--- src/design/rrps_pkg.sv ---
// Shared constants and controller/datapath interface types for the round-robin pair schedule.
`timescale 1ns / 1ps

package rrps_pkg;

   // Node numbering
   localparam int MAX_NODES    = 16;
   localparam int NODE_W       = 4;   // width of a node number
   localparam int COUNT_W      = 5;   // width of a node count, holds MAX_NODES itself
   localparam int PAIR_W       = 3;   // width of a pair position within a round
   localparam int HALF_W       = 4;   // width of the pair count of a round

   // Commands from the controller to the datapath
   typedef struct packed {
      logic load;      // take a request, set up the first pair or the bad-round result
      logic seed;      // start the transmitter walk of the next pair
      logic step_fwd;  // try one candidate of the transmitter walk
      logic step_bwd;  // try one candidate of the receiver walk
   } rrps_cmd_type;

   // Status from the datapath to the controller
   typedef struct packed {
      logic found;     // the current walk has chosen its node
      logic last;      // the held response closes the round
   } rrps_stat_type;

endpackage

--- src/design/rrps_ctrl.sv ---
// Controller state machine: sequences request intake, node walks and response hand-off.
`timescale 1ns / 1ps

module rrps_ctrl
   import rrps_pkg::*;
(
   input  logic          clock,
   input  logic          reset,
   input  logic          req_valid,
   output logic          req_ready,
   output logic          rsp_valid,
   input  logic          rsp_ready,
   output rrps_cmd_type  cmd,
   input  rrps_stat_type stat
);

   localparam logic [1:0] ST_IDLE    = 2'd0;
   localparam logic [1:0] ST_OUT     = 2'd1;
   localparam logic [1:0] ST_WALK_TX = 2'd2;
   localparam logic [1:0] ST_WALK_RX = 2'd3;

   logic [1:0] state_ff;
   logic [1:0] state_in;

   assign req_ready = (state_ff == ST_IDLE);
   assign rsp_valid = (state_ff == ST_OUT);

   // Next state and commands
   always_comb begin
      state_in     = state_ff;
      cmd          = '0;
      case (state_ff)
         ST_IDLE: begin
            if (req_valid) begin
               cmd.load = 1'b1;
               state_in = ST_OUT;
            end
         end
         ST_OUT: begin
            if (rsp_ready) begin
               if (stat.last) begin
                  state_in = ST_IDLE;
               end else begin
                  cmd.seed = 1'b1;
                  state_in = ST_WALK_TX;
               end
            end
         end
         ST_WALK_TX: begin
            cmd.step_fwd = 1'b1;
            if (stat.found) begin
               state_in = ST_WALK_RX;
            end
         end
         ST_WALK_RX: begin
            cmd.step_bwd = 1'b1;
            if (stat.found) begin
               state_in = ST_OUT;
            end
         end
         default: begin
            state_in = ST_IDLE;
         end
      endcase
   end

   // Hold the state
   always_ff @(posedge clock) begin
      if (reset) begin
         state_ff <= ST_IDLE;
      end else begin
         state_ff <= state_in;
      end
   end

endmodule

--- src/design/rrps_datapath.sv ---
// Datapath: node count register, used-node marks, walk cursor and response register.
`timescale 1ns / 1ps

module rrps_datapath
   import rrps_pkg::*;
(
   input  logic                 clock,
   input  logic                 reset,
   input  logic                 csr_valid,
   input  logic [COUNT_W-1:0]   csr_node_count,
   input  logic [NODE_W-1:0]    req_round_index,
   input  rrps_cmd_type         cmd,
   output rrps_stat_type        stat,
   output logic [NODE_W-1:0]    rsp_tx_node,
   output logic [NODE_W-1:0]    rsp_rx_node,
   output logic [PAIR_W-1:0]    rsp_pair_number,
   output logic                 rsp_last_pair,
   output logic                 rsp_bad_round
);

   logic [COUNT_W-1:0]   node_count_ff, node_count_in;
   logic [COUNT_W-1:0]   n_ff, n_in;
   logic [NODE_W-1:0]    tx_ff, tx_in;
   logic [NODE_W-1:0]    rx_ff, rx_in;
   logic [NODE_W-1:0]    cursor_ff, cursor_in;
   logic [COUNT_W-1:0]   steps_ff, steps_in;
   logic [MAX_NODES-1:0] marks_ff, marks_in;
   logic [NODE_W-1:0]    out_tx_ff, out_tx_in;
   logic [NODE_W-1:0]    out_rx_ff, out_rx_in;
   logic [PAIR_W-1:0]    out_pair_ff, out_pair_in;
   logic                 out_last_ff, out_last_in;
   logic                 out_bad_ff, out_bad_in;

   logic [COUNT_W-1:0]   cnt_sat;
   logic [COUNT_W-1:0]   n_cur;
   logic                 bad_req;
   logic [NODE_W-1:0]    start_node;
   logic [COUNT_W-1:0]   fwd_sum;
   logic [NODE_W-1:0]    fwd_cand;
   logic [NODE_W-1:0]    bwd_cand;
   logic [NODE_W-1:0]    cand;
   logic                 found;
   logic [PAIR_W-1:0]    next_pair;
   logic [HALF_W-1:0]    next_pair_plus1;

   // Saturate and round the configured count up to even
   assign cnt_sat    = (node_count_ff > COUNT_W'(MAX_NODES)) ? COUNT_W'(MAX_NODES)
                                                             : node_count_ff;
   assign n_cur      = cnt_sat + {{(COUNT_W-1){1'b0}}, cnt_sat[0]};
   assign bad_req    = (n_cur < COUNT_W'(2)) ||
                       ({1'b0, req_round_index} >= (n_cur - COUNT_W'(1)));
   assign start_node = req_round_index + NODE_W'(1);

   // One candidate of the walk: forward wraps to 0, backward wraps to n-1
   assign fwd_sum  = {1'b0, cursor_ff} + COUNT_W'(1);
   assign fwd_cand = (fwd_sum >= n_ff) ? '0 : fwd_sum[NODE_W-1:0];
   assign bwd_cand = (cursor_ff == '0) ? NODE_W'(n_ff - COUNT_W'(1))
                                       : cursor_ff - NODE_W'(1);
   assign cand     = cmd.step_bwd ? bwd_cand : fwd_cand;
   // Take a free node, or the last candidate once n have been tried
   assign found    = !marks_ff[cand] || ((steps_ff + COUNT_W'(1)) == n_ff);

   assign next_pair       = out_pair_ff + PAIR_W'(1);
   assign next_pair_plus1 = {1'b0, next_pair} + HALF_W'(1);

   assign stat.found = found;
   assign stat.last  = out_last_ff;

   assign rsp_tx_node     = out_tx_ff;
   assign rsp_rx_node     = out_rx_ff;
   assign rsp_pair_number = out_pair_ff;
   assign rsp_last_pair   = out_last_ff;
   assign rsp_bad_round   = out_bad_ff;

   // Next values of the datapath registers
   always_comb begin
      node_count_in = node_count_ff;
      n_in          = n_ff;
      tx_in         = tx_ff;
      rx_in         = rx_ff;
      cursor_in     = cursor_ff;
      steps_in      = steps_ff;
      marks_in      = marks_ff;
      out_tx_in     = out_tx_ff;
      out_rx_in     = out_rx_ff;
      out_pair_in   = out_pair_ff;
      out_last_in   = out_last_ff;
      out_bad_in    = out_bad_ff;

      if (csr_valid) begin
         node_count_in = csr_node_count;
      end

      // Set up a new request: first pair or a flagged result
      if (cmd.load) begin
         n_in        = n_cur;
         out_pair_in = '0;
         if (bad_req) begin
            out_tx_in   = '0;
            out_rx_in   = '0;
            out_last_in = 1'b1;
            out_bad_in  = 1'b1;
         end else begin
            marks_in             = '0;
            marks_in[0]          = 1'b1;
            marks_in[start_node] = 1'b1;
            tx_in                = start_node;
            rx_in                = start_node;
            out_tx_in            = '0;
            out_rx_in            = start_node;
            out_last_in          = (n_cur[COUNT_W-1:1] == HALF_W'(1));
            out_bad_in           = 1'b0;
         end
      end

      // Start the transmitter walk from the last transmitter
      if (cmd.seed) begin
         cursor_in = tx_ff;
         steps_in  = '0;
      end

      // Advance the transmitter walk; on a hit seed the receiver walk
      if (cmd.step_fwd) begin
         if (found) begin
            marks_in[cand] = 1'b1;
            tx_in          = cand;
            cursor_in      = rx_ff;
            steps_in       = '0;
         end else begin
            cursor_in = cand;
            steps_in  = steps_ff + COUNT_W'(1);
         end
      end

      // Advance the receiver walk; on a hit load the next pair
      if (cmd.step_bwd) begin
         if (found) begin
            marks_in[cand] = 1'b1;
            rx_in          = cand;
            out_tx_in      = tx_ff;
            out_rx_in      = cand;
            out_pair_in    = next_pair;
            out_last_in    = (next_pair_plus1 == n_ff[COUNT_W-1:1]);
            out_bad_in     = 1'b0;
         end else begin
            cursor_in = cand;
            steps_in  = steps_ff + COUNT_W'(1);
         end
      end
   end

   // Control state with reset
   always_ff @(posedge clock) begin
      if (reset) begin
         node_count_ff <= COUNT_W'(MAX_NODES);
         marks_ff      <= '0;
      end else begin
         node_count_ff <= node_count_in;
         marks_ff      <= marks_in;
      end
   end

   // Payload registers
   always_ff @(posedge clock) begin
      n_ff        <= n_in;
      tx_ff       <= tx_in;
      rx_ff       <= rx_in;
      cursor_ff   <= cursor_in;
      steps_ff    <= steps_in;
      out_tx_ff   <= out_tx_in;
      out_rx_ff   <= out_rx_in;
      out_pair_ff <= out_pair_in;
      out_last_ff <= out_last_in;
      out_bad_ff  <= out_bad_in;
   end

endmodule

--- src/design/round_robin_pair_schedule_top.sv ---
// Top level of the round-robin pair schedule: controller and datapath.
//
// Usage: write the node count (1 to 16, odd counts rounded up to even, n)
// on the csr_ channel while the block is idle; csr_ready is always high.
// Each request on the req_ channel carries a round index and produces the
// n/2 transmitter/receiver pairs of that round on the rsp_ channel, in
// order, with last_pair set on the final one. A round index of n-1 or more
// gives one response with bad_round set and both nodes zero.
// The first pair is valid in the cycle after the request is taken.
// Each further pair is found by a forward walk and then a backward
// walk, each walk trying at most n nodes, before its hand-off. The
// walk unit tests one mark per cycle; one request is handled at a time.
// Reset restores a node count of 16 and drops any request in progress.
// When the receiver stalls the response register holds its pair and the
// walk waits; no new request is taken until the round has been delivered.
`timescale 1ns / 1ps

module round_robin_pair_schedule_top
   import rrps_pkg::*;
(
   input  logic                clock,
   input  logic                reset,
   input  logic                csr_valid,
   output logic                csr_ready,
   input  logic [COUNT_W-1:0]  csr_node_count,
   input  logic                req_valid,
   output logic                req_ready,
   input  logic [NODE_W-1:0]   req_round_index,
   output logic                rsp_valid,
   input  logic                rsp_ready,
   output logic [NODE_W-1:0]   rsp_tx_node,
   output logic [NODE_W-1:0]   rsp_rx_node,
   output logic [PAIR_W-1:0]   rsp_pair_number,
   output logic                rsp_last_pair,
   output logic                rsp_bad_round
);

   rrps_cmd_type  cmd;
   rrps_stat_type stat;

   // Configuration writes are always taken
   assign csr_ready = 1'b1;

   rrps_ctrl u_ctrl (
      .clock     (clock),
      .reset     (reset),
      .req_valid (req_valid),
      .req_ready (req_ready),
      .rsp_valid (rsp_valid),
      .rsp_ready (rsp_ready),
      .cmd       (cmd),
      .stat      (stat)
   );

   rrps_datapath u_datapath (
      .clock           (clock),
      .reset           (reset),
      .csr_valid       (csr_valid),
      .csr_node_count  (csr_node_count),
      .req_round_index (req_round_index),
      .cmd             (cmd),
      .stat            (stat),
      .rsp_tx_node     (rsp_tx_node),
      .rsp_rx_node     (rsp_rx_node),
      .rsp_pair_number (rsp_pair_number),
      .rsp_last_pair   (rsp_last_pair),
      .rsp_bad_round   (rsp_bad_round)
   );

endmodule
--- config.mk ---
export PLATFORM = sky130hd
export DESIGN_NAME = round_robin_pair_schedule_top
export DESIGN_NICKNAME = d
export VERILOG_FILES = /design/src/design/rrps_pkg.sv /design/src/design/rrps_ctrl.sv /design/src/design/rrps_datapath.sv /design/src/design/round_robin_pair_schedule_top.sv
export SDC_FILE = /design/constraint.sdc
export NUM_CORES = 1
export LEC_CHECK = 0
export BUFFER_PORTS_ARGS = -buffer_cell sky130_fd_sc_hd__buf_2
export CORE_ASPECT_RATIO = 1.4
export CORE_MARGIN = 2
export CORE_UTILIZATION = 62
export CTS_BUF_LIST = sky130_fd_sc_hd__clkbuf_4 sky130_fd_sc_hd__clkbuf_8 sky130_fd_sc_hd__clkbuf_16
export DETAILED_ROUTE_END_ITERATION = 12
export PLACE_DENSITY = 0.92
export SLEW_MARGIN = 10
export SYNTH_ARGS = -nofsm -noshare
export SYNTH_HDL_FRONTEND = slang
export SYNTH_SLANG_ARGS = --single-unit
--- constraint.sdc ---
create_clock -name clock -period 5.5 [get_ports clock]
set_input_delay 0.275 -clock clock [delete_from_list [all_inputs] [get_ports clock]]
set_output_delay 0.275 -clock clock [all_outputs]
set_load 0.05 [all_outputs]
==> impl_metrics.json <==
{
  "ant_nets": 0,
  "hold_viol": 0,
  "ys_top_cells_by_area": "dfxtp_1, ha_1, mux2i_1",
  "insertion_delay_ns": 0.34,
  "finalSetupViolCount": 0,
  "first_pass_iters": 5,
  "drt-vias-per-instance": 6.269,
  "yosysWarningCount": 0,
  "peakVddDrop_mv": 0.3253,
  "postLayoutSetupSlackWorst_ns": 1.283,
  "cts_hold_buf": 0,
  "rsz0062_at_grt": "no",
  "ys.flop_type": "dfxtp_1",
  "num_vias": 3147,
  "routed_wl_mm": 8.813,
  "slew_headroom_pct": 47.21,
  "r2r_setup_slack_ns": 1.28,
  "finalCritPeriodShare_pct": 76.67,
  "post-synth-top-area-cell": "dfxtp_1",
  "crit_path_max_fanout": 12,
  "synth_cell_types": 60,
  "grt_pass1_wl_mm": 14.70,
  "yosysSeqAreaShare_pct": 33.67,
  "cts.sinks": 57,
  "synth_fp_nets": 448,
  "worstPathArrival_ns": 4.44,
  "stdcell_area_sq_mm": 0.003837,
  "cp_slowest_stage_delay_ns": 0.64,
  "hold_class": "in -> reg",
  "grt_usage_pct": 30.86,
  "cts_buffers": 9,
  "drtIter0Drc": 241,
  "syn-cell-area_sq_mm": 0.003508,
  "ys_ff_latch": 57,
  "io_pins": 30,
  "syn2layout_area_growth_pct": 9.379,
  "fill_cells": 406,
  "h-tree-depth": 3,
  "place_area_sq_mm": 0.003637,
  "crit_end": "u_ctrl.state_ff[0]",
  "maxCapViolations": 0,
  "crit_start": "u_datapath.cursor_ff[0]",
  "drc": 0,
  "antenna_found_initial": 0,
  "critical_path_required_ns": 5.73,
  "crit_top_cell": "ha_1",
  "fin_worst_skew_ns": 0.01040,
  "port_buffers": 28,
  "place_congestion": 0.9629,
  "cts.clk_slew.worst_paths_ns": 0.06,
  "r2r_end": "u_ctrl.state_ff[0]",
  "coreArea_sq_mm": 0.005485,
  "core.rowCount": 32,
  "crit_chain": "ha_1, xnor2_1, inv_1, ha_1, o211ai_1, o21ai_2, o21ai_1, mux2i_1, a221oi_1, a221o_1, o211a_1, a221oi_2, mux2_2",
  "end_kind": "flop",
  "dieArea_sq_mm": 0.006285,
  "clock-root-buffer": "clkbuf_8",
  "nNetsFinal": 468,
  "dp_slack_ns": 1.055,
  "initial_core_util_pct": 63.96,
  "worst_pin_slew_ns": 0.7866,
  "yosysMostFrequentCell": "dfxtp_1",
  "post-cts-setup-buffer-count": 0,
  "finalCriticalPeriod_ns": 4.217,
  "dp_hpwl_mm": 6.454,
  "clock.fmax_mhz": 237.1,
  "synth_edf_count": 4,
  "critPathKind": "reg -> reg",
  "routedWlPerCell_microns": 17.56,
  "final-max-slew-violation-count": 0,
  "postSynthCellCount": 409,
  "ctsResizeCount": 0,
  "status": "completed",
  "total_power_w": 0.002034,
  "ctsLongestPathBuffers": 2,
  "synth.avg_cell_area_sq_um": 8.578,
  "cp_slowest_cell": "o21ai_1",
  "p_leak_nw": 1.667,
  "diodes": 0,
  "gr-total-overflow": 0,
  "startpoint_type": "flop",
  "synth_commonest_cells": "dfxtp_1, nand2_1, ha_1, inv_1",
  "tns_ns": 0,
  "die_h_microns": 93.01,
  "reg2reg_depth": 13,
  "drive_gt1_share_pct": 13.59,
  "timing.rr.start": "u_datapath.cursor_ff[0]",
  "synth_top_area_share_pct": 30.24,
  "grt_max_degree": 27,
  "async_reset_ff_share_pct": 0,
  "grt_pass1_vias": 3136,
  "p_per_area_mw_per_mm2": 530.1,
  "cts_tree": "done",
  "chipWidth_microns": 67.58
}
## worst max-delay path, delay by kind of cell, from the launching register on
| kind | cells | cell delay (ns) |
|---|---|---|
| AO/OA/AOI/OAI | 7 | 2.15 |
| XOR/XNOR | 1 | 0.14 |
| adder cells (fa/ha/maj) | 2 | 0.51 |
| buffers and inverters | 1 | 0.06 |
| flip-flops | 1 | 0.54 |
| multiplexers | 2 | 0.70 |
## layout make-up
type                            instances  area (sq um)  area share (%)
Clock inverter                          3         40.04           1.043
Timing Repair Buffer                   30         155.1           4.043
Multi-Input combinational cell        305          2118           55.20
Inverter                               26         97.59           2.543
Tap cell                               68         85.08           2.217
Sequential cell                        57          1181           30.78
Clock buffer                           13         160.2           4.173
## layout by cell type (no fill, tap or decap), types with 8 or more instances in the layout
cell,count
a21oi_1,15
ha_1,25
mux2i_1,24
a31oi_1,16
nand2_1,43
dfxtp_1,53
buf_2,28
nor2_1,20
xor2_1,8
or3_1,10
o21ai_0,15
xnor2_1,14
inv_1,25
nand3_1,24
clkbuf_8,10
nand2b_1,9
## flip-flops by register name, summed over array words and instances (netlist names)
signal	cells
u_datapath.rsp_rx_node	4
u_datapath.tx_ff	4
u_ctrl.state_ff	2
u_datapath.n_ff	4
u_datapath.rsp_pair_number	3
u_datapath.rx_ff	4
u_datapath.steps_ff	5
u_datapath.cursor_ff	4
u_datapath.rsp_bad_round	1
u_datapath.rsp_last_pair	1
u_datapath.rsp_tx_node	4
u_datapath.marks_ff	16
u_datapath.node_count_ff	5
## metrics by stage
step | util, % | instances | hold WS [ns]
after floorplan | - | 409 | 0.3836
after global placement | 66.31 | 486 | 0.4504
after detailed placement | 66.31 | 486 | 0.4619
after CTS | 69.96 | 502 | 0.1449
after global routing | 69.96 | 502 | 0.1609
final | 69.96 | 502 | 0.1572
## report_power, final
group / switching [W] / internal (W) / total (W)
Sequential: 0.0000945 / 0.000503 / 0.000597
Clock: 0.000159 / 0.000235 / 0.000394
Combinational: 0.000690 / 0.000353 / 0.00104
Total: 0.000943 / 0.00109 / 0.00203
## how the worst min path moves through the flow
stage                              start                           to  slack, ns  depth (start not counted)
6_report               csr_node_count[4]  u_datapath.node_count_ff[4]       0.16                          3
5_1_grt                csr_node_count[4]  u_datapath.node_count_ff[4]       0.16                          3
4_1_cts                csr_node_count[4]  u_datapath.node_count_ff[4]       0.14                          3
3_5_place_dp      u_datapath.marks_ff[9]       u_datapath.marks_ff[9]       0.46                          2
3_3_place_gp   u_datapath.rsp_tx_node[2]    u_datapath.rsp_tx_node[2]       0.45                          2
2_1_floorplan                      reset  u_datapath.node_count_ff[4]       0.38                          2
## routing by layer
metal  track usage (%)  part of all wire, %  routed length [microns]  up-vias
met1             34.51                   38                     3379     1456
met4             16.33                  3.8                      331        0
met2             52.94                   52                     4567      145
met3             6.739                  6.1                      535       33
li1                  -                    -                        -     1513
met5                 0                    0                        0        -
## kinds of logic (layout without fill, tap and decap cells)
family	after synthesis	in the layout	synth area share, %
compound gates	95	95	19.22
xor+xnor	22	22	5.492
mux	26	26	7.489
flops	57	57	33.67
buf+inv	47	72	5.955
other cells	1	1	0.1069
simple gates	136	136	19.15
fa+ha+maj	25	25	8.916
No activity file was read; power rests on OpenSTA's default activity.
